--- src/arpt_pkg.sv ---
`timescale 1ns / 1ps
package arpt_pkg;

  localparam int TABLE_DEPTH = 32;
  localparam int CNT_W       = $clog2(TABLE_DEPTH + 1);
  localparam int IDX_W       = (TABLE_DEPTH > 1) ? $clog2(TABLE_DEPTH) : 1;
  localparam int HW_W        = 48;
  localparam int NET_W       = 8;
  localparam int PORT_W      = 8;
  localparam int DATA_W      = HW_W + PORT_W;

  typedef enum logic [2:0] {
    ST_HIT      = 3'd0,
    ST_MISS     = 3'd1,
    ST_UPDATED  = 3'd2,
    ST_INSERTED = 3'd3,
    ST_FULL     = 3'd4
  } status_t;

  localparam logic REQ_LEARN  = 1'b0;
  localparam logic REQ_LOOKUP = 1'b1;

  // classified operation handed from front to back
  typedef struct packed {
    status_t            status;
    logic [IDX_W-1:0]   idx;
    logic [HW_W-1:0]    hw_addr;
    logic [PORT_W-1:0]  port_index;
  } op_t;

endpackage

--- src/arpt_req_if.sv ---
`timescale 1ns / 1ps
interface arpt_req_if;
  import arpt_pkg::*;

  logic              valid;
  logic              ready;
  logic              req_type;
  logic [NET_W-1:0]  net_addr;
  logic [HW_W-1:0]   hw_addr;
  logic [PORT_W-1:0] port_index;

  modport source (output valid, output req_type, output net_addr, output hw_addr,
                  output port_index, input ready);
  modport sink (input valid, input req_type, input net_addr, input hw_addr,
                input port_index, output ready);
endinterface

--- src/arpt_rsp_if.sv ---
`timescale 1ns / 1ps
interface arpt_rsp_if;
  import arpt_pkg::*;

  logic              valid;
  logic              ready;
  status_t           status;
  logic [HW_W-1:0]   found_hw_addr;
  logic [PORT_W-1:0] found_port;

  modport source (output valid, output status, output found_hw_addr, output found_port,
                  input ready);
  modport sink (input valid, input status, input found_hw_addr, input found_port,
                output ready);
endinterface

--- src/address_resolution_table_core.sv ---
`timescale 1ns / 1ps
// an input transfer passes the queue, the s1 ram read stage and the output register before rsp
// throughput: one item per cycle while rsp is ready; the tag match in the front is
//   combinational, and the back reads or writes the data ram once per item
// a two-entry queue between front and back lets either side stall independently
// reset clears the entry count, the queue and the back pipeline; table contents are
//   not cleared and are only ever read below the entry count
module address_resolution_table_core (
  input  logic       clk,
  input  logic       rst,
  arpt_req_if.sink   req,
  arpt_rsp_if.source rsp
);
  import arpt_pkg::*;

  logic             push_valid;
  logic             push_ready;
  op_t              push_data;
  logic             pop_valid;
  logic             pop_ready;
  op_t              pop_data;
  logic [CNT_W-1:0] entry_count;

  arpt_front u_front (
    .clk         (clk),
    .rst         (rst),
    .req         (req),
    .push_valid  (push_valid),
    .push_ready  (push_ready),
    .push_data   (push_data),
    .entry_count (entry_count)
  );

  arpt_queue u_queue (
    .clk      (clk),
    .rst      (rst),
    .wr_valid (push_valid),
    .wr_ready (push_ready),
    .wr_data  (push_data),
    .rd_valid (pop_valid),
    .rd_ready (pop_ready),
    .rd_data  (pop_data)
  );

  arpt_back u_back (
    .clk       (clk),
    .rst       (rst),
    .pop_valid (pop_valid),
    .pop_ready (pop_ready),
    .pop_data  (pop_data),
    .rsp       (rsp)
  );

  a_count_bound: assert property (@(posedge clk) disable iff (rst)
    entry_count <= CNT_W'(TABLE_DEPTH))
    else $error("entry count beyond table depth");

  a_insert_grows: assert property (@(posedge clk) disable iff (rst)
    push_valid && push_ready && push_data.status == ST_INSERTED
    |=> entry_count == $past(entry_count) + CNT_W'(1))
    else $error("insert did not grow the table");

  a_full_only_when_full: assert property (@(posedge clk) disable iff (rst)
    push_valid && push_ready && push_data.status == ST_FULL
    |-> entry_count == CNT_W'(TABLE_DEPTH))
    else $error("drop reported while room remains");

  a_zero_unless_hit: assert property (@(posedge clk) disable iff (rst)
    rsp.valid && rsp.status != ST_HIT |-> rsp.found_hw_addr == '0 && rsp.found_port == '0)
    else $error("nonzero payload on a result that is not a hit");

endmodule

--- src/arpt_ram.sv ---
`timescale 1ns / 1ps
module arpt_ram #(
  parameter int WIDTH = 8,
  parameter int DEPTH = 32
) (
  input  logic                                         clk,
  input  logic                                         we,
  input  logic [((DEPTH > 1) ? $clog2(DEPTH) : 1)-1:0] waddr,
  input  logic [WIDTH-1:0]                             wdata,
  input  logic                                         re,
  input  logic [((DEPTH > 1) ? $clog2(DEPTH) : 1)-1:0] raddr,
  output logic [WIDTH-1:0]                             rdata
);

  logic [WIDTH-1:0] mem [DEPTH];

  always_ff @(posedge clk) begin
    if (we) begin
      mem[waddr] <= wdata;
    end
    if (re) begin
      rdata <= mem[raddr];
    end
  end

endmodule

--- src/arpt_queue.sv ---
`timescale 1ns / 1ps
module arpt_queue (
  input  logic           clk,
  input  logic           rst,
  input  logic           wr_valid,
  output logic           wr_ready,
  input  arpt_pkg::op_t  wr_data,
  output logic           rd_valid,
  input  logic           rd_ready,
  output arpt_pkg::op_t  rd_data
);
  import arpt_pkg::*;

  op_t        slot [2];
  logic       wr_ptr;
  logic       rd_ptr;
  logic [1:0] fill;
  logic       push;
  logic       pop;

  assign wr_ready = (fill != 2'd2);
  assign rd_valid = (fill != 2'd0);
  assign rd_data  = slot[rd_ptr];
  assign push     = wr_valid && wr_ready;
  assign pop      = rd_valid && rd_ready;

  always_ff @(posedge clk) begin
    if (rst) begin
      wr_ptr <= 1'b0;
      rd_ptr <= 1'b0;
      fill   <= 2'd0;
    end else begin
      if (push) begin
        wr_ptr <= ~wr_ptr;
      end
      if (pop) begin
        rd_ptr <= ~rd_ptr;
      end
      if (push && !pop) begin
        fill <= fill + 2'd1;
      end else if (pop && !push) begin
        fill <= fill - 2'd1;
      end
    end
  end

  always_ff @(posedge clk) begin
    if (push) begin
      slot[wr_ptr] <= wr_data;
    end
  end

endmodule

--- src/arpt_front.sv ---
`timescale 1ns / 1ps
module arpt_front (
  input  logic                       clk,
  input  logic                       rst,
  arpt_req_if.sink                   req,
  output logic                       push_valid,
  input  logic                       push_ready,
  output arpt_pkg::op_t              push_data,
  output logic [arpt_pkg::CNT_W-1:0] entry_count
);
  import arpt_pkg::*;

  logic [NET_W-1:0]       tag [TABLE_DEPTH];
  logic [TABLE_DEPTH-1:0] match;
  logic [IDX_W-1:0]       hit_idx;
  logic                   hit;
  logic                   full;
  logic                   take;
  status_t                cls;
  logic [IDX_W-1:0]       op_idx;

  assign req.ready  = push_ready;
  assign push_valid = req.valid;
  assign take       = req.valid && push_ready;
  assign full       = (entry_count == CNT_W'(TABLE_DEPTH));

  // addresses are unique in the table, so the matching index is an or of one-hot terms
  always_comb begin
    hit_idx = '0;
    for (int i = 0; i < TABLE_DEPTH; i++) begin
      match[i] = (CNT_W'(i) < entry_count) && (tag[i] == req.net_addr);
      if (match[i]) begin
        hit_idx = hit_idx | IDX_W'(i);
      end
    end
    hit = |match;
  end

  always_comb begin
    op_idx = hit_idx;
    if (req.req_type == REQ_LOOKUP) begin
      cls = hit ? ST_HIT : ST_MISS;
    end else if (hit) begin
      cls = ST_UPDATED;
    end else if (!full) begin
      cls    = ST_INSERTED;
      op_idx = entry_count[IDX_W-1:0];
    end else begin
      cls = ST_FULL;
    end
  end

  assign push_data.status     = cls;
  assign push_data.idx        = op_idx;
  assign push_data.hw_addr    = req.hw_addr;
  assign push_data.port_index = req.port_index;

  always_ff @(posedge clk) begin
    if (rst) begin
      entry_count <= '0;
    end else if (take && cls == ST_INSERTED) begin
      entry_count <= entry_count + CNT_W'(1);
    end
  end

  always_ff @(posedge clk) begin
    if (take && cls == ST_INSERTED) begin
      tag[entry_count[IDX_W-1:0]] <= req.net_addr;
    end
  end

endmodule

--- src/arpt_back.sv ---
`timescale 1ns / 1ps
module arpt_back (
  input  logic          clk,
  input  logic          rst,
  input  logic          pop_valid,
  output logic          pop_ready,
  input  arpt_pkg::op_t pop_data,
  arpt_rsp_if.source    rsp
);
  import arpt_pkg::*;

  logic              s1_valid;
  status_t           s1_status;
  logic              s1_adv;
  logic              pop;
  logic              ram_we;
  logic              ram_re;
  logic [DATA_W-1:0] ram_rdata;

  logic              out_valid;
  status_t           out_status;
  logic [HW_W-1:0]   out_hw;
  logic [PORT_W-1:0] out_port;

  assign s1_adv    = s1_valid && (!out_valid || rsp.ready);
  assign pop_ready = !s1_valid || s1_adv;
  assign pop       = pop_valid && pop_ready;
  assign ram_we    = pop && (pop_data.status == ST_UPDATED || pop_data.status == ST_INSERTED);
  assign ram_re    = pop && (pop_data.status == ST_HIT);

  arpt_ram #(
    .WIDTH (DATA_W),
    .DEPTH (TABLE_DEPTH)
  ) u_ram (
    .clk   (clk),
    .we    (ram_we),
    .waddr (pop_data.idx),
    .wdata ({pop_data.hw_addr, pop_data.port_index}),
    .re    (ram_re),
    .raddr (pop_data.idx),
    .rdata (ram_rdata)
  );

  always_ff @(posedge clk) begin
    if (rst) begin
      s1_valid  <= 1'b0;
      out_valid <= 1'b0;
    end else begin
      if (pop) begin
        s1_valid <= 1'b1;
      end else if (s1_adv) begin
        s1_valid <= 1'b0;
      end
      if (s1_adv) begin
        out_valid <= 1'b1;
      end else if (rsp.ready) begin
        out_valid <= 1'b0;
      end
    end
  end

  // read data holds while s1 stalls since the ram only reads on a pop
  always_ff @(posedge clk) begin
    if (pop) begin
      s1_status <= pop_data.status;
    end
    if (s1_adv) begin
      out_status <= s1_status;
      if (s1_status == ST_HIT) begin
        out_hw   <= ram_rdata[DATA_W-1:PORT_W];
        out_port <= ram_rdata[PORT_W-1:0];
      end else begin
        out_hw   <= '0;
        out_port <= '0;
      end
    end
  end

  assign rsp.valid         = out_valid;
  assign rsp.status        = out_status;
  assign rsp.found_hw_addr = out_hw;
  assign rsp.found_port    = out_port;

endmodule

--- src/flat_wrapper.sv ---
// flat-port wrapper written by rule: the top's interface ports become plain ports
module address_resolution_table_core_flat import arpt_pkg::*;
  (clk, rst, req_valid, req_req_type, req_net_addr, req_hw_addr, req_port_index, req_ready, rsp_valid, rsp_status, rsp_found_hw_addr, rsp_found_port, rsp_ready);
  arpt_req_if req_i ();
  arpt_rsp_if rsp_i ();
  input  logic clk;
  input  logic rst;
  input wire logic [$bits(req_i.valid)-1:0] req_valid;
  input wire logic [$bits(req_i.req_type)-1:0] req_req_type;
  input wire logic [$bits(req_i.net_addr)-1:0] req_net_addr;
  input wire logic [$bits(req_i.hw_addr)-1:0] req_hw_addr;
  input wire logic [$bits(req_i.port_index)-1:0] req_port_index;
  output wire logic [$bits(req_i.ready)-1:0] req_ready;
  output wire logic [$bits(rsp_i.valid)-1:0] rsp_valid;
  output wire logic [$bits(rsp_i.status)-1:0] rsp_status;
  output wire logic [$bits(rsp_i.found_hw_addr)-1:0] rsp_found_hw_addr;
  output wire logic [$bits(rsp_i.found_port)-1:0] rsp_found_port;
  input wire logic [$bits(rsp_i.ready)-1:0] rsp_ready;
  assign req_i.valid = req_valid;
  assign req_i.req_type = req_req_type;
  assign req_i.net_addr = req_net_addr;
  assign req_i.hw_addr = req_hw_addr;
  assign req_i.port_index = req_port_index;
  assign req_ready = req_i.ready;
  assign rsp_valid = rsp_i.valid;
  assign rsp_status = rsp_i.status;
  assign rsp_found_hw_addr = rsp_i.found_hw_addr;
  assign rsp_found_port = rsp_i.found_port;
  assign rsp_i.ready = rsp_ready;
  address_resolution_table_core u_core (.clk(clk), .rst(rst), .req(req_i), .rsp(rsp_i));
endmodule
--- config.mk ---
export PLATFORM = sky130hd
export DESIGN_NAME = address_resolution_table_core_flat
export DESIGN_NICKNAME = d
export VERILOG_FILES = /design/src/arpt_pkg.sv /design/src/arpt_req_if.sv /design/src/arpt_rsp_if.sv /design/src/address_resolution_table_core.sv /design/src/arpt_ram.sv /design/src/arpt_queue.sv /design/src/arpt_front.sv /design/src/arpt_back.sv /design/src/flat_wrapper.sv
export SDC_FILE = /design/constraint.sdc
export NUM_CORES = 2
export LEC_CHECK = 0
export BUFFER_PORTS_ARGS = -buffer_cell sky130_fd_sc_hd__buf_2
export CAP_MARGIN = 10
export CORE_MARGIN = 5
export CORE_UTILIZATION = 50
export CTS_CLUSTER_DIAMETER = 150
export CTS_CLUSTER_SIZE = 20
export DETAILED_ROUTE_END_ITERATION = 7
export GPL_ROUTABILITY_DRIVEN = 0
export PLACE_DENSITY_LB_ADDON = 0.05
export SLEW_MARGIN = 20
export SYNTH_ARGS = -nofsm -noshare
export SYNTH_HDL_FRONTEND = slang
export SYNTH_SLANG_ARGS = --single-unit
--- constraint.sdc ---
create_clock -name clk -period 10.6 [get_ports clk]
set_input_delay 1.59 -clock clk [delete_from_list [all_inputs] [get_ports clk]]
set_output_delay 1.59 -clock clk [all_outputs]
set_load 0.01 [all_outputs]
== After elaboration in Yosys (flattened, before gate mapping) ==
Memory sizes are Yosys's and may differ from the RTL's. A register that Yosys moved wholly into a read port is not among the register bits.
Index checks and enable logic that the tools add are counted.
Word-level totals
  memories: 3
  output and inout port bits: 61
  logic and storage cells: 221
  register bits: 74
  bits in writable memories: 2176
Cells by class
  muxes and demuxes: 77
  reduce and logical (&&, ||, !) cells: 57
  bitwise logic cells: 2
  equality and inequality tests: 37
  add/subtract/negate cells: 3
  $lt $le $gt $ge: 32
Memory list
  u_core.u_back.u_ram.mem: depth 32, bits a word 56, rd ports 1, clocked after memory_dff 1, write ports 1, line arpt_ram.sv:15  | logic [WIDTH-1:0] mem [DEPTH];
  u_core.u_front.tag: depth 32, bits a word 8, rd ports 32, clocked after memory_dff 0, write ports 1, line arpt_front.sv:13  | logic [NET_W-1:0] tag [TABLE_DEPTH];
  u_core.u_queue.slot: depth 2, bits a word 64, rd ports 1, clocked after memory_dff 1, write ports 1, line arpt_queue.sv:14  | op_t slot [2];
Operators with widths (count)
  equality test 8 bit: 32
  two-way mux 5 bit: 22
  < comparator 5 x 6 -> 1 bit, first input constant: 16
  two-way mux 48 bit: 2
  < comparator 4 x 6 -> 1 bit, first input constant: 8
  logical AND 1 bit: 40
  two-way mux 4 bit: 8
  OR reduction 32 bit: 1
  two-way mux 3 bit: 10
  < comparator 3 x 6 -> 1 bit, first input constant: 4
  two-way mux 1 bit: 24
  two-way mux 8 bit: 2
  two-way mux 2 bit: 7
  < comparator 1 x 6 -> 1 bit, first input constant: 2
  < comparator 2 x 6 -> 1 bit, first input constant: 2
  two-way mux 6 bit: 2
  equality test 3 x 2 -> 1 bit, second input constant: 3
  nonzero test 3 bit: 3
  nonzero test 2 bit: 4
  adder 6 x 1 -> 6 bit, second input constant: 1
  equality test 6 bit, second input constant: 1
  logical NOT 3 bit: 2
  logical NOT 1 bit: 4
  logical OR 1 bit: 3
  4 further kinds: 5

== Depth between registers and ports, before layout ==
An unclocked memory read counts as a cell.
  word-level depth: 40
  depth in mapped cells: 12
  mapped depth without buffers: 10

== Hierarchy ==
Synthesis repeated with hierarchy kept, for this count alone.
Second synthesis, totals
  cell total of the unflattened synthesis: 5151
  area total of the unflattened synthesis: 90843.4 um2
By module, submodules not included
  arpt_ram: cells each 3917, seq. area each 55493.2 um2, instances 1, area an instance 71355.9 um2
  arpt_front: cells each 873, seq. area each 7807.5 um2, instances 1, area an instance 12264.3 um2
  arpt_queue: cells each 223, seq. area each 3943.8 um2, instances 1, area an instance 4837.1 um2
  arpt_back: cells each 138, seq. area each 1901.8 um2, instances 1, area an instance 2386.0 um2

== Worst setup path before layout ==
OpenSTA, ideal clock, no wires.
  path kind: input-to-reg
  from: in rsp_ready
  to: reg u_core.u_back.u_ram.rdata[0], read port of u_core.u_back.u_ram.mem (enable)
  data arrival time: 7.282 ns
  cell stages on the path: 4
  path buffers: 0
  setup slack: 2.710 ns
  library setup time: 0.608 ns
  cell sequence: nor2b_1 -> nand2_1 -> o21ai_1 -> nor4_1
Between the ends
  cells in the longest elaborated chain, start to end: 5
RTL lines
  start, declared: line flat_wrapper.sv:18  | input wire logic [$bits(rsp_i.ready)-1:0] rsp_ready;
  logical OR 1 bit: line arpt_back.sv:25  | assign s1_adv = s1_valid && (!out_valid || rsp.ready);
  logical AND 1 bit: line arpt_back.sv:25
  logical OR 1 bit: line arpt_back.sv:26  | assign pop_ready = !s1_valid || s1_adv;
  logical AND 1 bit: line arpt_back.sv:27  | assign pop = pop_valid && pop_ready;
  logical AND 1 bit: line arpt_back.sv:29  | assign ram_re = pop && (pop_data.status == ST_HIT);
  named net u_core.u_back.ram_re: line arpt_back.sv:17  | logic ram_re;
  end, declared: line arpt_ram.sv:12  | output logic [WIDTH-1:0] rdata
The timed path passes the listed nets, and every way through them passes these cells.
A chain may end at the register's enable or synchronous reset.

== Worst setup path after layout ==
  from: in req_net_addr[1]
  to: mem u_core.u_front.tag[12][3] (enable)
Between the ends
  cells in the longest elaborated chain, start to end: 10
  elaborated cells between the ends (all ways): 73
  classes of those cells: eq/ne (33); mux (6); reduce/logical (34)
RTL lines
  start, declared: line flat_wrapper.sv:10  | input wire logic [$bits(req_i.net_addr)-1:0] req_net_addr;
  equality test 8 bit: line arpt_front.sv:31  | match[i] = (CNT_W'(i) < entry_count) && (tag[i] == req.net_addr);
  logical AND 1 bit: line arpt_front.sv:31
  OR reduction 32 bit (*): line arpt_front.sv:36  | hit = |match;
  two-way mux 3 bit: line arpt_front.sv:43  | end else if (hit) begin
  two-way mux 3 bit: line arpt_front.sv:41  | if (req.req_type == REQ_LOOKUP) begin
  two-way mux 3 bit (*): line arpt_front.sv:41
  equality test 3 x 2 -> 1 bit (*): line arpt_front.sv:67  | if (take && cls == ST_INSERTED) begin
  logical AND 1 bit (*): line arpt_front.sv:67
  two-way mux 1 bit (*): line arpt_front.sv:67
  two-way mux 1 bit (implied by the code) (*): line arpt_front.sv:68  | tag[entry_count[IDX_W-1:0]] <= req.net_addr;
  end, declared: line arpt_front.sv:13
Every way passes the cells marked *; elsewhere a longest branch is shown, timed or not. The select of a mux whose other input is x is not followed.

==> impl.org <==
** Run status
- Outcome :: finished, final reports clean

** STA
- Final hold vios :: 0
- Relative max-transition margin :: 0.2080
- Total negative slack for setup checks :: 0 ns
- Max Fclk :: 0.1692 GHz
- Of the available clock period, the critical path in the final layout requires 0.5576.
- RSZ-0062 raised after global routing :: false
- Clock period minus final worst setup slack :: 5.911 ns
- Transition time at the pin with the least slew margin :: approximately 1.2 ns
- Final max-slew violation count :: 0
- Clock skew on the completed layout was measured at 0.02215 ns.
- Endpoints failing setup :: 0

** Synthesis
- The number of different library cells used by synthesis comes to 62.
- Count of state elements after synthesis :: roughly 2300
- Summing every instance area after synthesis gives 87730 um^2.
- For this run, asynchronously set or reset flops after synthesis account for 0.
- Post-Syn Nets :: 4059
- Mean area per synthesized cell :: around 22 um^2
- After technology mapping, the gate count stands at 3985.
- In the synthesized netlist the dominant register cell turns out to be sky130_fd_sc_hd__edfxtp_1.
- Yosys warning total :: 0
- Sequential cell area fraction in the yosys report :: 0.7882
- Number of synthesized flops with an enable pin :: 2294

** Finish
- Compared with the post-synthesis result, the final layout area differs by 8.518%.
- The finished cells cover 95200 um^2.
- Leaving out filler cells and counting taps, the final layout contains roughly 6500.
- In the final layout, the share of cells above drive strength 1 is 0.2327.
- The final layout contains 4231 nets.
- Footprint of the multi-input gates :: 17930 um^2
- Commonest non-fill, non-tap cells in the layout :: sky130_fd_sc_hd__edfxtp_1, sky130_fd_sc_hd__mux4_2, sky130_fd_sc_hd__a22oi_1
- Leaving out fill and tap cells, the most frequent cell in the layout is sky130_fd_sc_hd__edfxtp_1.
- In the final layout, flip-flops and latches occupy 69150 um^2.
- The layout has 13190 filler cells.

** Global route
- The number of global-route vias before repair was about 41000.
- Global-route wire length before repair :: 310.5 mm
- The number of antenna violations at the first check in global routing came to 2.
- Entering global routing, the biggest net connects 122 pins.
- In the global route stage, overall resource usage came out at 0.2371.
- Total overflow reported by the global router :: 0

** Clocking
- Count of instances resized after the clock tree is built :: 0
- Maximum clock insertion buffer count :: 3
- Setup repair bufs after CTS :: 0
- CTS buffer count :: 133
- Total of hold buffers inserted after clock tree synthesis :: 0
- H-tree levels :: 4
- Number of sinks driven by the clock tree :: 2307
- After clock tree synthesis, the clock-pin slew on the worst setup and hold paths is 0.09 ns.
- TritonCTS clock tree :: done
- Clock latency on the worst-skew pair, taken at its later pin, is a little under 0.8 ns.
- CTS root buf :: sky130_fd_sc_hd__clkbuf_16

** Floorplanning
- Area of the core :: 174200 um^2
- The floorplan step defined a die boundary enclosing 183900 um^2.
- The die is 428.9 um tall.
- The initial utilization of the core area, before any placement, comes to 0.5036.
- X dimension of the die :: roughly 430 um
- During I/O placement, the number of pins put on the boundary was 130.
- Row generation in the floorplan step produced 153 rows.

** Worst hold path
- The min-delay analysis places its worst path in the category reg2reg.

** Detailed routing
- Antenna violation net count after detailed routing :: 0
- Summed over all layers, the routed wires come to between 200 and 250 mm.
- Number of vias after detailed routing :: 40380
- Total DRC errors in the routed layout :: 0
- DRT Pass-1 Iters :: 5
- Drt initial violations :: 4454
- Average routed wire per standard cell :: 33.73 um
- Using the TritonRoute via totals, the vias-per-cell ratio works out to 6.206.

** Job
- Max cap viols :: 0

** Place
- Placed instance area :: 91540 um^2
- Port-buffer cells :: 129
- Inst Count DP :: between 6000 and 7000
- After legalization and detailed placement, the total HPWL measured 113.7 mm.

** Critical path
- The worst setup path is of the in2reg kind.
- Critical path required time :: 11.01 ns
- Endpoint type of the worst setup path :: flop
- Data arrival time at the worst-slack endpoint :: 6.32 ns
- Along the worst path, the maximum fanout reaches 36.
- Setup crit start kind :: input port

** Power and ir drop
- Post-layout total power :: 19.14 mW
- IR Drop Worst-Case VDD :: 0.0001392 V
- Leakage power figure :: approximately 29 nW
- Dividing total power by cell area gives a power density of 201.1 nW/um^2.
==> critical path, cell delays in order <==
cell	delay, ns
sky130_fd_sc_hd__buf_2	0.55
sky130_fd_sc_hd__buf_4	0.58
sky130_fd_sc_hd__xor2_1	0.19
sky130_fd_sc_hd__nor4_1	0.06
sky130_fd_sc_hd__and3_1	0.22
sky130_fd_sc_hd__nor4_1	0.49
sky130_fd_sc_hd__nand4_1	0.37
sky130_fd_sc_hd__nor4_4	0.59
sky130_fd_sc_hd__nand3_1	0.63
sky130_fd_sc_hd__nor3_1	1.02
==> path summary, 6_finish.rpt <==
path / start / to / slack (ns) / cells after the start
max: req_net_addr[1] / u_core.u_front.tag[12][3] / 4.69 / 10
min: u_core.u_back.s1_valid / u_core.u_back.rsp.valid / 0.51 / 2
max reg2reg: flop / u_core.u_back.u_ram.mem[12][27] / 5.17 / 6
min reg2reg: u_core.u_back.s1_valid / u_core.u_back.rsp.valid / 0.51 / 2
==> power by group <==
group | internal [mW] | switching [mW]
clock network | 2.37 | 2.82
logic | 1.16 | 1.97
registers | 10.8 | 0.0702
==> flip-flops by register name, summed over array words and instances, names as in the netlist, named ones only <==
name,cells
u_core.u_queue.slot,128
u_core.u_front.tag,256
u_core.u_queue.wr_ptr,1
u_core.u_back.u_ram.mem,1792
u_core.u_back.rsp.found_port,8
u_core.u_queue.fill,2
u_core.u_front.entry_count,6
u_core.u_back.s1_valid,1
u_core.u_back.s1_status,3
u_core.u_back.rsp.found_hw_addr,48
u_core.u_back.rsp.status,3
u_core.u_back.rsp.valid,1
u_core.u_queue.rd_ptr,1
u_core.u_back.u_ram.rdata,56
==> synth_stat cells (all sizes together) (2+ instances only) <==
| cell type | n | area [um^2] |
|---|---|---|
| edfxtp | 2294 | 68890 |
| mux4 | 448 | 10090 |
| a22oi | 207 | 1554 |
| xnor2 | 184 | 1612 |
| clkbuf | 108 | 405.4 |
| buf | 98 | 590.6 |
| nor2 | 86 | 322.8 |
| nand4 | 81 | 513.0 |
| xor2 | 76 | 665.6 |
| mux2 | 65 | 732.0 |
| and2 | 58 | 362.9 |
| nor4 | 31 | 215.2 |
| nor3 | 30 | 150.1 |
| nand3 | 23 | 115.1 |
| o21ai | 23 | 115.1 |
| and3 | 19 | 118.9 |
| mux2i | 19 | 190.2 |
| nand2 | 18 | 67.56 |
| dfxtp | 13 | 260.3 |
| a21oi | 12 | 63.81 |
| inv | 10 | 37.54 |
| or3 | 8 | 56.31 |
| nand2b | 7 | 43.79 |
| or2 | 7 | 43.80 |
| a31oi | 5 | 31.28 |
| ha | 5 | 62.56 |
| o2111ai | 5 | 43.79 |
| o211ai | 5 | 37.54 |
| or4 | 5 | 45.04 |
| a211oi | 4 | 30.03 |
| nor2b | 4 | 25.02 |
| nand3b | 3 | 35.03 |
| nor4b | 3 | 32.53 |
| a21o | 2 | 15.01 |
| a32oi | 2 | 17.52 |
| o22ai | 2 | 12.51 |
| o311ai | 2 | 17.52 |
| o31ai | 2 | 15.01 |
| or3b | 2 | 17.52 |
==> per-layer routing <==
layer / track usage / part of all wire
met1: 0.3437 / 0.43
met2: 0.3847 / 0.49
met3: 0.04068 / 0.066
met4: 0.05166 / 0.021
met5: 0 / 0.000059
==> cell families after synthesis <==
group,synth area share
adders and majority gates,0.0007131
buffers and inverters,0.01182
xor gates and xnor gates,0.02596
muxes,0.1255
DFF,0.7882
and+or+nand+nor,0.02477
AOI/OAI and AO/OA,0.02301
==> per-stage QoR <==
stage | util | hold WS (ns) | worst slack [ns]
after global placement | 0.5254 | 0.4901 | 3.988
after CTS | 0.5463 | 0.5117 | 4.700
after global routing | 0.5465 | 0.5212 | 4.438
after detailed placement | 0.5254 | 0.4978 | 3.824
after floorplan | - | 0.4274 | 2.710
final | 0.5465 | 0.5055 | 4.689
==> cell type report <==
cell class	count	share of cell area
antenna	1	0.00002629
clock buffer	149	0.03693
clock inverter	10	0.001314
inverter	11	0.0004337
multi-input combinational	1461	0.1883
sequential	2307	0.7264
tap	2325	0.03056
timing repair buffer	243	0.01603
No activity file was read; power rests on OpenSTA's default activity.
